[config.mk]
export PLATFORM = sky130hd
export DESIGN_NAME = greedy_word_wrap_top
export DESIGN_NICKNAME = d
export VERILOG_FILES = /design/src/sv/gww_pkg.sv /design/src/sv/gww_ram.sv /design/src/sv/greedy_word_wrap_top.sv
export SDC_FILE = /design/constraint.sdc
export NUM_CORES = 1
export LEC_CHECK = 0
export ABC_AREA = 1
export BUFFER_PORTS_ARGS = -buffer_cell sky130_fd_sc_hd__buf_2
export CORE_MARGIN = 2
export CORE_UTILIZATION = 40
export CTS_CLUSTER_DIAMETER = 200
export DETAILED_ROUTE_END_ITERATION = 8
export PLACE_DENSITY = 0.7
export REMOVE_ABC_BUFFERS = 1
export SETUP_SLACK_MARGIN = 0.02
export SKIP_LAST_GASP = 1
export SYNTH_ARGS = -nofsm -noshare
export SYNTH_HDL_FRONTEND = slang
export SYNTH_SLANG_ARGS = --single-unit
[constraint.sdc]
create_clock -name clock -period 3.2 [get_ports clock]
set_input_delay 0.96 -clock clock [delete_from_list [all_inputs] [get_ports clock]]
set_output_delay 0.96 -clock clock [all_outputs]
set_load 0.01 [all_outputs]
[src/sv/gww_pkg.sv]
// ----------------------------------------------------------------------------
// gww_pkg
// Types and constants shared by the greedy word wrapper.
// ----------------------------------------------------------------------------
`default_nettype none

package gww_pkg;

   localparam int BYTE_W = 8;
   // Wide enough for column + separator + word length without wrapping
   localparam int SUM_W  = 10;

   localparam logic KIND_TEXT = 1'b0;
   localparam logic KIND_END  = 1'b1;

   localparam logic [BYTE_W-1:0] CH_TAB     = 8'd9;
   localparam logic [BYTE_W-1:0] CH_CR      = 8'd13;
   localparam logic [BYTE_W-1:0] CH_NEWLINE = 8'd10;
   localparam logic [BYTE_W-1:0] CH_SPACE   = 8'd32;

   localparam logic [BYTE_W-1:0] WIDTH_RESET = 8'd80;

   localparam int           CSR_ADDR_W      = 2;
   localparam logic [1:0]   ADDR_LINE_WIDTH = 2'd0;

   typedef enum logic [2:0] {
      ST_IDLE,
      ST_NL_PRE,
      ST_SPACE,
      ST_BYTES,
      ST_NL_PIECE,
      ST_NL_FINAL
   } state_type;

   function automatic logic is_space(input logic [BYTE_W-1:0] b);
      return ((b >= CH_TAB) && (b <= CH_CR)) || (b == CH_SPACE);
   endfunction

endpackage

`default_nettype wire

[src/sv/gww_ram.sv]
// ----------------------------------------------------------------------------
// gww_ram
// Generic single-write, single-read RAM with a registered read port.
// ----------------------------------------------------------------------------
`default_nettype none

module gww_ram #(
   parameter int WIDTH  = 8,
   parameter int DEPTH  = 24,
   parameter int ADDR_W = (DEPTH > 1) ? $clog2(DEPTH) : 1
) (
   input  wire logic              clock,
   input  wire logic              wr_en,
   input  wire logic [ADDR_W-1:0] wr_addr,
   input  wire logic [WIDTH-1:0]  wr_data,
   input  wire logic [ADDR_W-1:0] rd_addr,
   output logic      [WIDTH-1:0]  rd_data_ff
);

   logic [WIDTH-1:0] mem [DEPTH];

   always_ff @(posedge clock) begin
      if (wr_en) begin
         mem[wr_addr] <= wr_data;
      end
      rd_data_ff <= mem[rd_addr];
   end

endmodule

`default_nettype wire

[src/sv/greedy_word_wrap_top.sv]
// ----------------------------------------------------------------------------
// greedy_word_wrap_top
// Greedy word wrapper with splitting of words longer than the line width.
// ----------------------------------------------------------------------------
// Requests arrive on the req_ channel as a kind bit and a text byte. A text
// byte that is not whitespace is written to the word RAM and causes no
// response. Whitespace or end of text starts the write-out of the buffered
// word on the rsp_ channel: one response per cycle while rsp_stall is low,
// each word byte read from the RAM in the cycle before it is sent, plus one
// response for every space or newline; end of text adds the final newline.
// The last response of a request carries rsp_last.
// req_stall is high while a word is being written out. Responses leave
// through an output register, so a new request is taken while the final
// response still waits. While rsp_stall is high the write-out pauses.
// Reset empties the word, sets the column to zero and the line width to 80;
// there is no clearing pass. line_width is written through the APB port at
// address 0; the user must write it only while the block is idle, as the
// block itself does not enforce this. A width of zero acts as one.
// ----------------------------------------------------------------------------
`default_nettype none

module greedy_word_wrap_top #(
   parameter int MAX_WORD = 24
) (
   input  wire logic                                   clock,
   input  wire logic                                   reset,
   // request channel
   input  wire logic                                   req_valid,
   output logic                                        req_stall,
   input  wire logic                                   req_kind,
   input  wire logic [gww_pkg::BYTE_W-1:0]             req_text_byte,
   // response channel
   output logic                                        rsp_valid,
   input  wire logic                                   rsp_stall,
   output logic      [gww_pkg::BYTE_W-1:0]             rsp_out_byte,
   output logic                                        rsp_last,
   output logic                                        rsp_truncated,
   // configuration port
   input  wire logic                                   psel,
   input  wire logic                                   penable,
   input  wire logic                                   pwrite,
   input  wire logic [gww_pkg::CSR_ADDR_W-1:0]         paddr,
   input  wire logic [31:0]                            pwdata,
   output logic      [31:0]                            prdata,
   output logic                                        pready
);

   import gww_pkg::*;

   localparam int LEN_W  = $clog2(MAX_WORD + 1);
   localparam int ADDR_W = (MAX_WORD > 1) ? $clog2(MAX_WORD) : 1;

   state_type state_ff, state_in;

   logic [LEN_W-1:0]  len_ff, len_in;
   logic [LEN_W-1:0]  idx_ff, idx_in;
   logic [LEN_W-1:0]  cnt_ff, cnt_in;
   logic              piece_ff, piece_in;
   logic              eot_ff, eot_in;
   logic [BYTE_W-1:0] col_ff, col_in;
   logic              als_ff, als_in;
   logic              ov_ff, ov_in;
   logic [BYTE_W-1:0] width_ff, width_in;

   logic              rsp_valid_ff, rsp_valid_in;
   logic [BYTE_W-1:0] rsp_byte_ff, rsp_byte_in;
   logic              rsp_last_ff, rsp_last_in;
   logic              rsp_trunc_ff, rsp_trunc_in;

   logic              req_accept;
   logic              out_free;
   logic [BYTE_W-1:0] eff_width;
   logic [LEN_W-1:0]  rem;
   logic              rem_long;
   logic [LEN_W-1:0]  span;
   logic              word_long;
   logic              needs_break;
   logic [SUM_W-1:0]  fit_sum;
   state_type         start_state;
   logic              csr_write;

   logic              ram_wr_en;
   logic [BYTE_W-1:0] ram_rd_data;

   // ---------------------------------------------------------------------
   // Configuration register
   // ---------------------------------------------------------------------
   assign pready    = 1'b1;
   assign csr_write = psel & penable & pwrite & pready & (paddr == ADDR_LINE_WIDTH);
   assign width_in  = csr_write ? pwdata[BYTE_W-1:0] : width_ff;

   always_comb begin
      prdata = '0;
      if (paddr == ADDR_LINE_WIDTH) begin
         prdata = {{(32-BYTE_W){1'b0}}, width_ff};
      end
   end

   // ---------------------------------------------------------------------
   // Shared decisions
   // ---------------------------------------------------------------------
   assign req_stall  = (state_ff != ST_IDLE);
   assign req_accept = req_valid & ~req_stall;
   assign out_free   = ~rsp_valid_ff | ~rsp_stall;

   assign eff_width = (width_ff == '0) ? BYTE_W'(1) : width_ff;
   assign rem       = len_ff - idx_ff;
   assign rem_long  = BYTE_W'(rem) > eff_width;
   // Where the rest is longer than the width, eff_width is below it and fits
   assign span      = rem_long ? LEN_W'(eff_width) : rem;
   assign word_long = BYTE_W'(len_ff) > eff_width;
   assign fit_sum   = SUM_W'(col_ff) + {{(SUM_W-1){1'b0}}, ~als_ff} + SUM_W'(len_ff);
   assign needs_break = fit_sum > SUM_W'(eff_width);

   always_comb begin
      if (word_long) begin
         start_state = (col_ff != '0) ? ST_NL_PRE : ST_BYTES;
      end else if (needs_break) begin
         start_state = ST_NL_PRE;
      end else if (!als_ff) begin
         start_state = ST_SPACE;
      end else begin
         start_state = ST_BYTES;
      end
   end

   // ---------------------------------------------------------------------
   // Next state
   // ---------------------------------------------------------------------
   always_comb begin
      state_in = state_ff;
      unique case (state_ff)
         ST_IDLE: begin
            if (req_accept) begin
               if (req_kind == KIND_END) begin
                  state_in = (len_ff == '0) ? ST_NL_FINAL : start_state;
               end else if (is_space(req_text_byte) && (len_ff != '0)) begin
                  state_in = start_state;
               end
            end
         end
         ST_NL_PRE, ST_SPACE: begin
            if (out_free) begin
               state_in = ST_BYTES;
            end
         end
         ST_BYTES: begin
            if (out_free && (cnt_ff == LEN_W'(1))) begin
               if (piece_ff) begin
                  state_in = ST_NL_PIECE;
               end else begin
                  state_in = eot_ff ? ST_NL_FINAL : ST_IDLE;
               end
            end
         end
         ST_NL_PIECE: begin
            if (out_free) begin
               if (rem != '0) begin
                  state_in = ST_BYTES;
               end else begin
                  state_in = eot_ff ? ST_NL_FINAL : ST_IDLE;
               end
            end
         end
         ST_NL_FINAL: begin
            if (out_free) begin
               state_in = ST_IDLE;
            end
         end
         default: state_in = ST_IDLE;
      endcase
   end

   // ---------------------------------------------------------------------
   // Datapath and responses
   // ---------------------------------------------------------------------
   always_comb begin
      len_in       = len_ff;
      idx_in       = idx_ff;
      cnt_in       = cnt_ff;
      piece_in     = piece_ff;
      eot_in       = eot_ff;
      col_in       = col_ff;
      als_in       = als_ff;
      ov_in        = ov_ff;
      ram_wr_en    = 1'b0;
      rsp_valid_in = rsp_valid_ff & rsp_stall;
      rsp_byte_in  = rsp_byte_ff;
      rsp_last_in  = rsp_last_ff;
      rsp_trunc_in = rsp_trunc_ff;

      unique case (state_ff)
         ST_IDLE: begin
            if (req_accept) begin
               eot_in = (req_kind == KIND_END);
               if ((req_kind == KIND_TEXT) && !is_space(req_text_byte)) begin
                  if (len_ff < LEN_W'(MAX_WORD)) begin
                     ram_wr_en = 1'b1;
                     len_in    = len_ff + LEN_W'(1);
                  end else begin
                     ov_in = 1'b1;
                  end
               end
            end
         end
         ST_NL_PRE: begin
            if (out_free) begin
               rsp_valid_in = 1'b1;
               rsp_byte_in  = CH_NEWLINE;
               rsp_last_in  = 1'b0;
               rsp_trunc_in = 1'b0;
               col_in       = '0;
               als_in       = 1'b1;
            end
         end
         ST_SPACE: begin
            if (out_free) begin
               rsp_valid_in = 1'b1;
               rsp_byte_in  = CH_SPACE;
               rsp_last_in  = 1'b0;
               rsp_trunc_in = 1'b0;
               col_in       = col_ff + BYTE_W'(1);
               als_in       = 1'b0;
            end
         end
         ST_BYTES: begin
            if (out_free) begin
               rsp_valid_in = 1'b1;
               rsp_byte_in  = ram_rd_data;
               rsp_last_in  = (cnt_ff == LEN_W'(1)) & ~piece_ff & ~eot_ff;
               rsp_trunc_in = ov_ff;
               idx_in       = idx_ff + LEN_W'(1);
               cnt_in       = cnt_ff - LEN_W'(1);
               col_in       = col_ff + BYTE_W'(1);
               als_in       = 1'b0;
            end
         end
         ST_NL_PIECE: begin
            if (out_free) begin
               rsp_valid_in = 1'b1;
               rsp_byte_in  = CH_NEWLINE;
               rsp_last_in  = (rem == '0) & ~eot_ff;
               rsp_trunc_in = 1'b0;
               col_in       = '0;
               als_in       = 1'b1;
            end
         end
         ST_NL_FINAL: begin
            if (out_free) begin
               rsp_valid_in = 1'b1;
               rsp_byte_in  = CH_NEWLINE;
               rsp_last_in  = 1'b1;
               rsp_trunc_in = 1'b0;
               col_in       = '0;
               als_in       = 1'b1;
            end
         end
         default: begin
         end
      endcase

      // A new span is sized from what is left of the word
      if ((state_ff != ST_BYTES) && (state_in == ST_BYTES)) begin
         cnt_in   = span;
         piece_in = rem_long;
      end

      // Leaving a write-out empties the word and rewinds the read pointer
      if ((state_ff != ST_IDLE) && (state_in == ST_IDLE)) begin
         len_in = '0;
         ov_in  = 1'b0;
         idx_in = '0;
      end
   end

   // The read address follows the next pointer, so the data for the
   // current byte is always waiting at the RAM output.
   gww_ram #(
      .WIDTH (BYTE_W),
      .DEPTH (MAX_WORD)
   ) u_word_ram (
      .clock      (clock),
      .wr_en      (ram_wr_en),
      .wr_addr    (len_ff[ADDR_W-1:0]),
      .wr_data    (req_text_byte),
      .rd_addr    (idx_in[ADDR_W-1:0]),
      .rd_data_ff (ram_rd_data)
   );

   always_ff @(posedge clock) begin
      if (reset) begin
         state_ff     <= ST_IDLE;
         len_ff       <= '0;
         idx_ff       <= '0;
         cnt_ff       <= '0;
         piece_ff     <= 1'b0;
         eot_ff       <= 1'b0;
         col_ff       <= '0;
         als_ff       <= 1'b1;
         ov_ff        <= 1'b0;
         width_ff     <= WIDTH_RESET;
         rsp_valid_ff <= 1'b0;
      end else begin
         state_ff     <= state_in;
         len_ff       <= len_in;
         idx_ff       <= idx_in;
         cnt_ff       <= cnt_in;
         piece_ff     <= piece_in;
         eot_ff       <= eot_in;
         col_ff       <= col_in;
         als_ff       <= als_in;
         ov_ff        <= ov_in;
         width_ff     <= width_in;
         rsp_valid_ff <= rsp_valid_in;
      end
   end

   always_ff @(posedge clock) begin
      rsp_byte_ff  <= rsp_byte_in;
      rsp_last_ff  <= rsp_last_in;
      rsp_trunc_ff <= rsp_trunc_in;
   end

   assign rsp_valid     = rsp_valid_ff;
   assign rsp_out_byte  = rsp_byte_ff;
   assign rsp_last      = rsp_last_ff;
   assign rsp_truncated = rsp_trunc_ff;

`ifndef SYNTHESIS
   // The read pointer never runs past the buffered word.
   a_idx_in_word: assert property (@(posedge clock) disable iff (reset)
      idx_ff <= len_ff)
      else $error("read pointer beyond the word length");

   // A span being written out always has bytes left.
   a_span_nonempty: assert property (@(posedge clock) disable iff (reset)
      (state_ff == ST_BYTES) |-> (cnt_ff != '0))
      else $error("byte state with an empty span");

   // Overflow is only flagged once the word RAM is full.
   a_ovf_full: assert property (@(posedge clock) disable iff (reset)
      ov_ff |-> (len_ff == LEN_W'(MAX_WORD)))
      else $error("overflow flagged with room left in the word");

   // End of text leaves the wrapper at the start of an empty line.
   a_eot_clears: assert property (@(posedge clock) disable iff (reset)
      ((state_ff == ST_NL_FINAL) && out_free) |=>
         ((state_ff == ST_IDLE) && (len_ff == '0) && (col_ff == '0) && als_ff && !ov_ff))
      else $error("end of text did not clear the state");

   // Every response other than the final newline of a request is not marked last
   // unless the write-out is returning to idle.
   a_last_ends: assert property (@(posedge clock) disable iff (reset)
      (rsp_valid_in && rsp_last_in && (state_ff != ST_IDLE) && out_free) |->
         (state_in == ST_IDLE))
      else $error("last response while the write-out continues");
`endif

endmodule

`default_nettype wire
### Word-level counts from Yosys, hierarchy flattened

Memories as Yosys holds them, arrays and structs flattened. A register that Yosys moved wholly into a read port is not among the register bits.
Cells that the tools add are included.

| word-level totals | value |
|---|---|
| register bits after elaboration | 49 |
| output and inout bits | 45 |
| bits in writable memories | 192 |
| word-level logic and storage cells | 148 |
| memories | 1 |
| input port bits | 50 |

Memories:

| name | words | width | read ports | clocked after memory_dff | write ports | line | RTL |
|---|---|---|---|---|---|---|---|
| u_word_ram.mem | 24 | 8 | 1 | 1 | 1 | gww_ram.sv:20 | `logic [WIDTH-1:0] mem [DEPTH];` |

| cells by class | value |
|---|---|
| muxes and demuxes | 48 |
| reduce and logical (&&, ||, !) cells | 38 |
| add/sub/neg operators | 7 |
| order comparisons | 6 |
| bitwise logic cells | 17 |
| equality and inequality tests | 17 |

Operators with widths:

| cell | count |
|---|---|
| 8-bit two-way mux | 7 |
| 3-bit two-way mux | 12 |
| 5-bit two-way mux | 7 |
| 8-bit one-hot mux with 3 select lines | 1 |
| 5-bit by 8-bit greater-than comparator with 1-bit output | 2 |
| 8-bit one-hot mux with 2 select lines | 1 |
| 3-bit one-hot mux with 5 select lines | 1 |
| 1-bit two-way mux | 14 |
| 4-bit AND reduction | 3 |
| 5-bit by 1-bit adder with 5-bit output, second input constant | 2 |
| 9-bit by 5-bit adder with 10-bit output | 1 |
| 10-bit by 8-bit greater-than comparator with 1-bit output | 1 |
| 5-bit zero test | 2 |
| 5-bit nonzero test | 2 |
| 8-bit by 1-bit adder with 9-bit output | 1 |
| 3-bit by 2-bit == test with 1-bit output, second input constant | 3 |
| 8-bit by 1-bit adder with 8-bit output, second input constant | 1 |
| 1-bit bitwise AND | 8 |
| 8-bit by 6-bit == test with 1-bit output, second input constant | 1 |
| 8-bit by 4-bit >= comparator with 1-bit output, second input constant | 1 |
| 8-bit by 4-bit less-or-equal comparator with 1-bit output, second input constant | 1 |
| 8-bit zero test | 1 |
| 2-bit by 1-bit inequality test with 1-bit output, second input constant | 4 |
| 2-bit inequality test, second input constant | 4 |
| other kinds (28) | 52 |

### Depth between registers and ports, before layout

| depth | value |
|---|---|
| depth after elaboration | 14 |
| mapped depth | 31 |
| depth with buffers taken out | 30 |

### By module

Synthesis repeated with hierarchy kept, for this count alone.

| unflattened totals | value |
|---|---|
| cell total of the unflattened synthesis | 1297 |
| area, all modules | 12114.1 um^2 |

By module, submodules not included:

| module | cells each | seq. area each (um^2) | times used | area an instance (um^2) |
|---|---|---|---|---|
| gww_ram | 762 | 5925.7 | 1 | 8370.5 |
| greedy_word_wrap_top | 535 | 1081.0 | 1 | 3743.6 |

### Least setup slack after synthesis

Ideal clock, no wire load.

| timing path | value |
|---|---|
| path kind | flip-flop to flip-flop |
| start point | register len_ff[0] |
| end point | register u_word_ram.rd_data_ff[3] (read register of u_word_ram.mem) |
| setup time | 113 ps |
| arrival time | 3417 ps |
| required time | 3087 ps |
| clock period less this slack | 3530 ps |
| buffers on the path | 1 |
| slack | -330 ps |
| stages on the path, launching flop included | 27 |
| cell sequence | dfxtp_1 -> fa_1 -> fa_1 -> nand2_1 -> nand2_1 -> nand2_1 -> o21ai_0 -> xor2_1 -> ha_1 -> nand2_1 -> inv_1 -> nand3_1 -> nor2_1 -> nand3_1 -> nand2_1 -> nand2_1 -> nand2_1 -> nand2_1 -> nand2_1 -> nand3_2 -> nand2_2 -> clkbuf_1 -> nand3_1 -> nand3_1 -> nand2_1 -> nand2_1 -> nand2_1 |

| on the way | value |
|---|---|
| cells in the longest elaborated chain, start to end | 11 |
| elaborated cells between the ends (all ways) | 20 |
| classes of those cells | add/sub: 2; order compare: 2; mux: 10; reduce/logical: 6 |

RTL lines:

| item | line | RTL |
|---|---|---|
| start, declared | greedy_word_wrap_top.sv:55 | `logic [LEN_W-1:0] len_ff, len_in;` |
| start signal, assigned | greedy_word_wrap_top.sv:305 | `len_ff <= len_in;` |
| 9-bit by 5-bit adder with 10-bit output | greedy_word_wrap_top.sv:112 | `assign fit_sum = SUM_W'(col_ff) + {{(SUM_W-1){1'b0}}, ~als_ff} + SUM_W'(len_ff);` |
| 10-bit by 8-bit greater-than comparator with 1-bit output | greedy_word_wrap_top.sv:113 | `assign needs_break = fit_sum > SUM_W'(eff_width);` |
| 2-bit two-way mux | greedy_word_wrap_top.sv:118 | `end else if (needs_break) begin` |
| 3-bit two-way mux | greedy_word_wrap_top.sv:116 | `if (word_long) begin` |
| 3-bit two-way mux, on equally long branches | greedy_word_wrap_top.sv:137, greedy_word_wrap_top.sv:136 |  |
| 3-bit two-way mux | greedy_word_wrap_top.sv:135 | `if (req_kind == KIND_END) begin` |
| 3-bit two-way mux | greedy_word_wrap_top.sv:134 | `if (req_accept) begin` |
| 3-bit one-hot mux with 5 select lines (*) | greedy_word_wrap_top.sv:132 | `unique case (state_ff)` |
| 3-bit zero test (*) | greedy_word_wrap_top.sv:269 | `if ((state_ff != ST_IDLE) && (state_in == ST_IDLE)) begin` |
| 1-bit logical AND (*) | greedy_word_wrap_top.sv:269 |  |
| 5-bit two-way mux (*) | greedy_word_wrap_top.sv:269 |  |
| end, declared | gww_ram.sv:17 | `output logic [WIDTH-1:0] rd_data_ff` |

Mark *: on every way between the ends. The rest lies on a longest branch, timed or not.
A chain may end at the register's enable or synchronous reset.

### Final worst setup path

Same ends and word-level chain as after synthesis.

==> summary.txt <==
Outcome
  – Result of the run: finished, violations left
  – Violations in the final reports: negative setup slack

Clock tree
  – TritonCTS clock tree: built
  – Clk root buf: clkbuf_16
  – TritonCTS Buffers: 26
  – Clock Pin Slew Worst Setup and Hold Paths: around 0.07 ns
  – Clock latency on the worst-skew pair: 0.55 ns
  – Number of H-tree levels: 1
  – CTS Sinks: ~250
  – Hold-fix buffers, CTS: 0
  – Max clock buf depth: 3

Drt
  – Routed len/inst: around 18 µm
  – Vias post-DR: between 9,000 and 10,000
  – Post-detailed-route via-to-cell ratio: roughly 5.3
  – Detailed router's first-iteration violation count: 895
  – Residual DRC: 0
  – ANT nets after route: 0
  – Final routed wirelength across all metal layers: between 30,000 and 40,000 µm
  – Number of iterations in the first detailed-routing pass: 7

Timing
  – Final hold vios: 0
  – Min Tclk post-route: 3.78 ns
  – RSZ-0062 raised after global routing: true
  – Slew at the pin with the worst max-slew slack: roughly 0.84 ns
  – Max_slew headroom: 0.441
  – Final cycle utilization of the critical path: 1.18
  – Smallest setup slack after layout: -0.578 ns
  – Clock Skews: about 0.025 ns
  – Final Slew Violations: 0
  – Number of failing setup endpoints in the final timing report: 25
  – Maximum frequency from static timing analysis: 0.265 GHz

Placed design
  – Routability-driven placement congestion ratio: just under 0.9
  – Quantity of I/O buffers inserted on ports: 45
  – Detail Placement HPWL: roughly 19,000 µm
  – Post-Place Setup Slack: -0.811 ns

Floorplanning
  – Die Width: roughly 180 µm
  – Number of top-level pins: between 90 and 100
  – Area of the die: ~31,000 µm²
  – Floorplan Core Area: between 20,000 and 30,000 µm²
  – Initial Utilization: 0.405
  – Cell row count: 63
  – Die H: ~180 µm

Setup path
  – Most Frequent Cell on Critical Path: nand2_1
  – Arrival @ worst endpoint: about 4.2 ns
  – CP max-delay cell: fa_2
  – Type of the setup path with the least slack: flop to flop
  – Crit Path Max Fanout: 8
  – Worst Reg2Reg Path Length in Cells: 30
  – Max stage delay on crit path: 0.41 ns
  – Internal reg-to-reg setup slack: -0.58 ns
  – Kind of start point of the critical path: flop
  – Endpoint kind of the worst setup timing path: flop
  – Required time of the critical path: about 3.6 ns
  – Reg-to-reg critical path startpoint: len_ff[0]
  – RR Endpoint: u_word_ram.rd_data_ff[3]

Pwr
  – P_leak: 6.29 nW
  – Worst ir drop on vdd: between 0.3 and 0.4 mV
  – PD cells: between 600 and 700 nW/µm²
  – Power, Total: roughly 10 mW

Synth
  – Post-synthesis instance area: 12,000 µm²
  – Post-Synthesis Mean Instance Area: 9.94 µm²
  – Synthesis-stage register bit count: 249
  – Number of distinct library cells after synthesis: 43
  – Seq/Total Area, Yosys: 0.586
  – Share of the synthesized area in the top cell type: 0.507
  – Cell count after synthesis: about 1,200
  – Dominant cell type by area after synthesis: edfxtp_1
  – Most area-consuming cells after synthesis: edfxtp_1 51%, dfxtp_1 7.9%, nand3_1 6.4%
  – Ys Warns: 0

Final layout
  – Final layout net count: 1,440
  – Number of antenna repair diodes: 0
  – Number of filler instances in the final layout: 2,473
  – Most common cell after layout, fill and taps aside: edfxtp_1
  – Commonest cells after routing, fill and taps aside: 202 x edfxtp_1, 157 x nand2_1, 147 x inv_1, 119 x nor2_1, 110 x nand3_1
  – Proportion of layout cells with a drive suffix above 1: 0.259
  – Final cell utilization of the core: 0.518
  – Synth-to-layout area growth: 28.0%

Job
  – Max-Cap Viols: 0

Hold path
  – Hold worst-path end: als_ff
  – Hold path start: als_ff
  – Worst hold path depth: 2
  – Worst hold path type: flop to flop

Global route
  – Total global routing overflow: 0
  – Largest net degree at the start of global routing: 36
  – Initial antenna violation count: 0
  – Overall Global Routing Usage: 0.196
  – Via count of the first global-routing pass: about 9,000
  – Global-route wire length before repair: 47,900 µm
==> state kept, by name, indices dropped and copies added, names as in the netlist, 3 cells and up <==
| signal | cells |
|---|---|
| state_ff | 3 |
| idx_ff | 5 |
| col_ff | 8 |
| width_ff | 8 |
| rsp_out_byte | 8 |
| u_word_ram.rd_data_ff | 8 |
| u_word_ram.mem | 192 |
| cnt_ff | 5 |
| len_ff | 5 |
==> worst max path at each step <==
stage	endpoint	startpoint	cells past startpoint	slack, ns
floorplan	u_word_ram.rd_data_ff[1]	len_ff[0]	27	-1.81
global placement	u_word_ram.rd_data_ff[6]	len_ff[0]	30	-0.77
detailed placement	u_word_ram.rd_data_ff[6]	len_ff[0]	30	-0.81
CTS	u_word_ram.rd_data_ff[2]	als_ff	30	-0.60
global route	u_word_ram.rd_data_ff[6]	len_ff[0]	29	-0.81
finish	u_word_ram.rd_data_ff[3]	len_ff[0]	30	-0.58
==> worst max-delay path: cells and delay by family (launching register included) <==
kind / cells / cell delay [ns]
AOI/OAI and AO/OA: 1 / 0.06
xor gates and xnor gates: 1 / 0.14
adders and majority gates: 3 / 1.04
buffers and inverters: 5 / 0.58
DFF: 1 / 0.33
and+or+nand+nor: 20 / 1.52
==> report_power, final <==
| group | switching [mW] | internal [mW] |
|---|---|---|
| Combinational | 1.92 | 1.41 |
| Clock | 1.32 | 1.91 |
| Sequential | 0.109 | 3.73 |
| Total | 3.35 | 7.04 |
==> metrics by stage <==
step | hold slack (ns) | setup TNS (ns) | std cells | instance area, µm²
detailed placement | 0.470 | -24.97 | 1691 | 13300
CTS | 0.476 | -9.77 | 1757 | 14800
finish | 0.491 | -6.26 | 1762 | 15300
global route | 0.509 | -11.51 | 1762 | 15300
global placement | 0.465 | -16.65 | 1691 | 13300
floorplan | 0.422 | -24.23 | 1156 | 11600
==> Yosys cell counts, drive strengths merged <==
library cell / n
a211oi: 2
a21oi: 34
a31oi: 4
and3: 1
buf: 54
clkbuf: 17
clkinv: 1
conb: 2
dfxtp: 47
edfxtp: 202
fa: 3
ha: 35
inv: 157
nand2: 186
nand3: 153
nand3b: 17
nand4: 8
nor2: 122
nor3: 10
nor3b: 3
nor4: 1
o2111ai: 24
o211ai: 19
o21a: 2
o21ai: 46
o21bai: 1
o221ai: 10
o31ai: 1
o41ai: 1
or2: 26
xnor2: 1
xor2: 14
==> final cells by class <==
class / instances / area, µm² / area share
clock buffers: 27 / 654 / 0.0427
clock inverters: 21 / 269 / 0.0176
inverters: 158 / 612 / 0.0400
multi-input cells: 749 / 4600 / 0.300
flip-flops and latches: 249 / 7010 / 0.458
well taps: 390 / 488 / 0.0319
repair buffers: 168 / 1680 / 0.110
==> layer usage <==
metal | track usage | routed length [µm] | share of wire
met4 | 0.0868 | 1270 | 0.041
met5 | 0 | 0 | 0
met2 | 0.328 | 15200 | 0.48
met1 | 0.255 | 12500 | 0.40
met3 | 0.0243 | 2420 | 0.077
==> repair_timing <==
action / in CTS / in global routing
pin swaps: 43 / 32
resized for setup: 93 / 82
gates cloned: 8 / 4
buffers inserted: 15 / 5
endpoints found under the setup margin: 25 / 27
==> cell families after synthesis <==
kind of cell             share of synthesized area
flip-flops                                   0.586
adder cells (fa/ha/maj)                     0.0416
buffers and inverters                       0.0848
AND/OR/NAND/NOR                              0.199
other                                     0.000628
AO/OA/AOI/OAI                               0.0772
XOR/XNOR                                    0.0110
No activity file was read; power rests on OpenSTA's default activity.
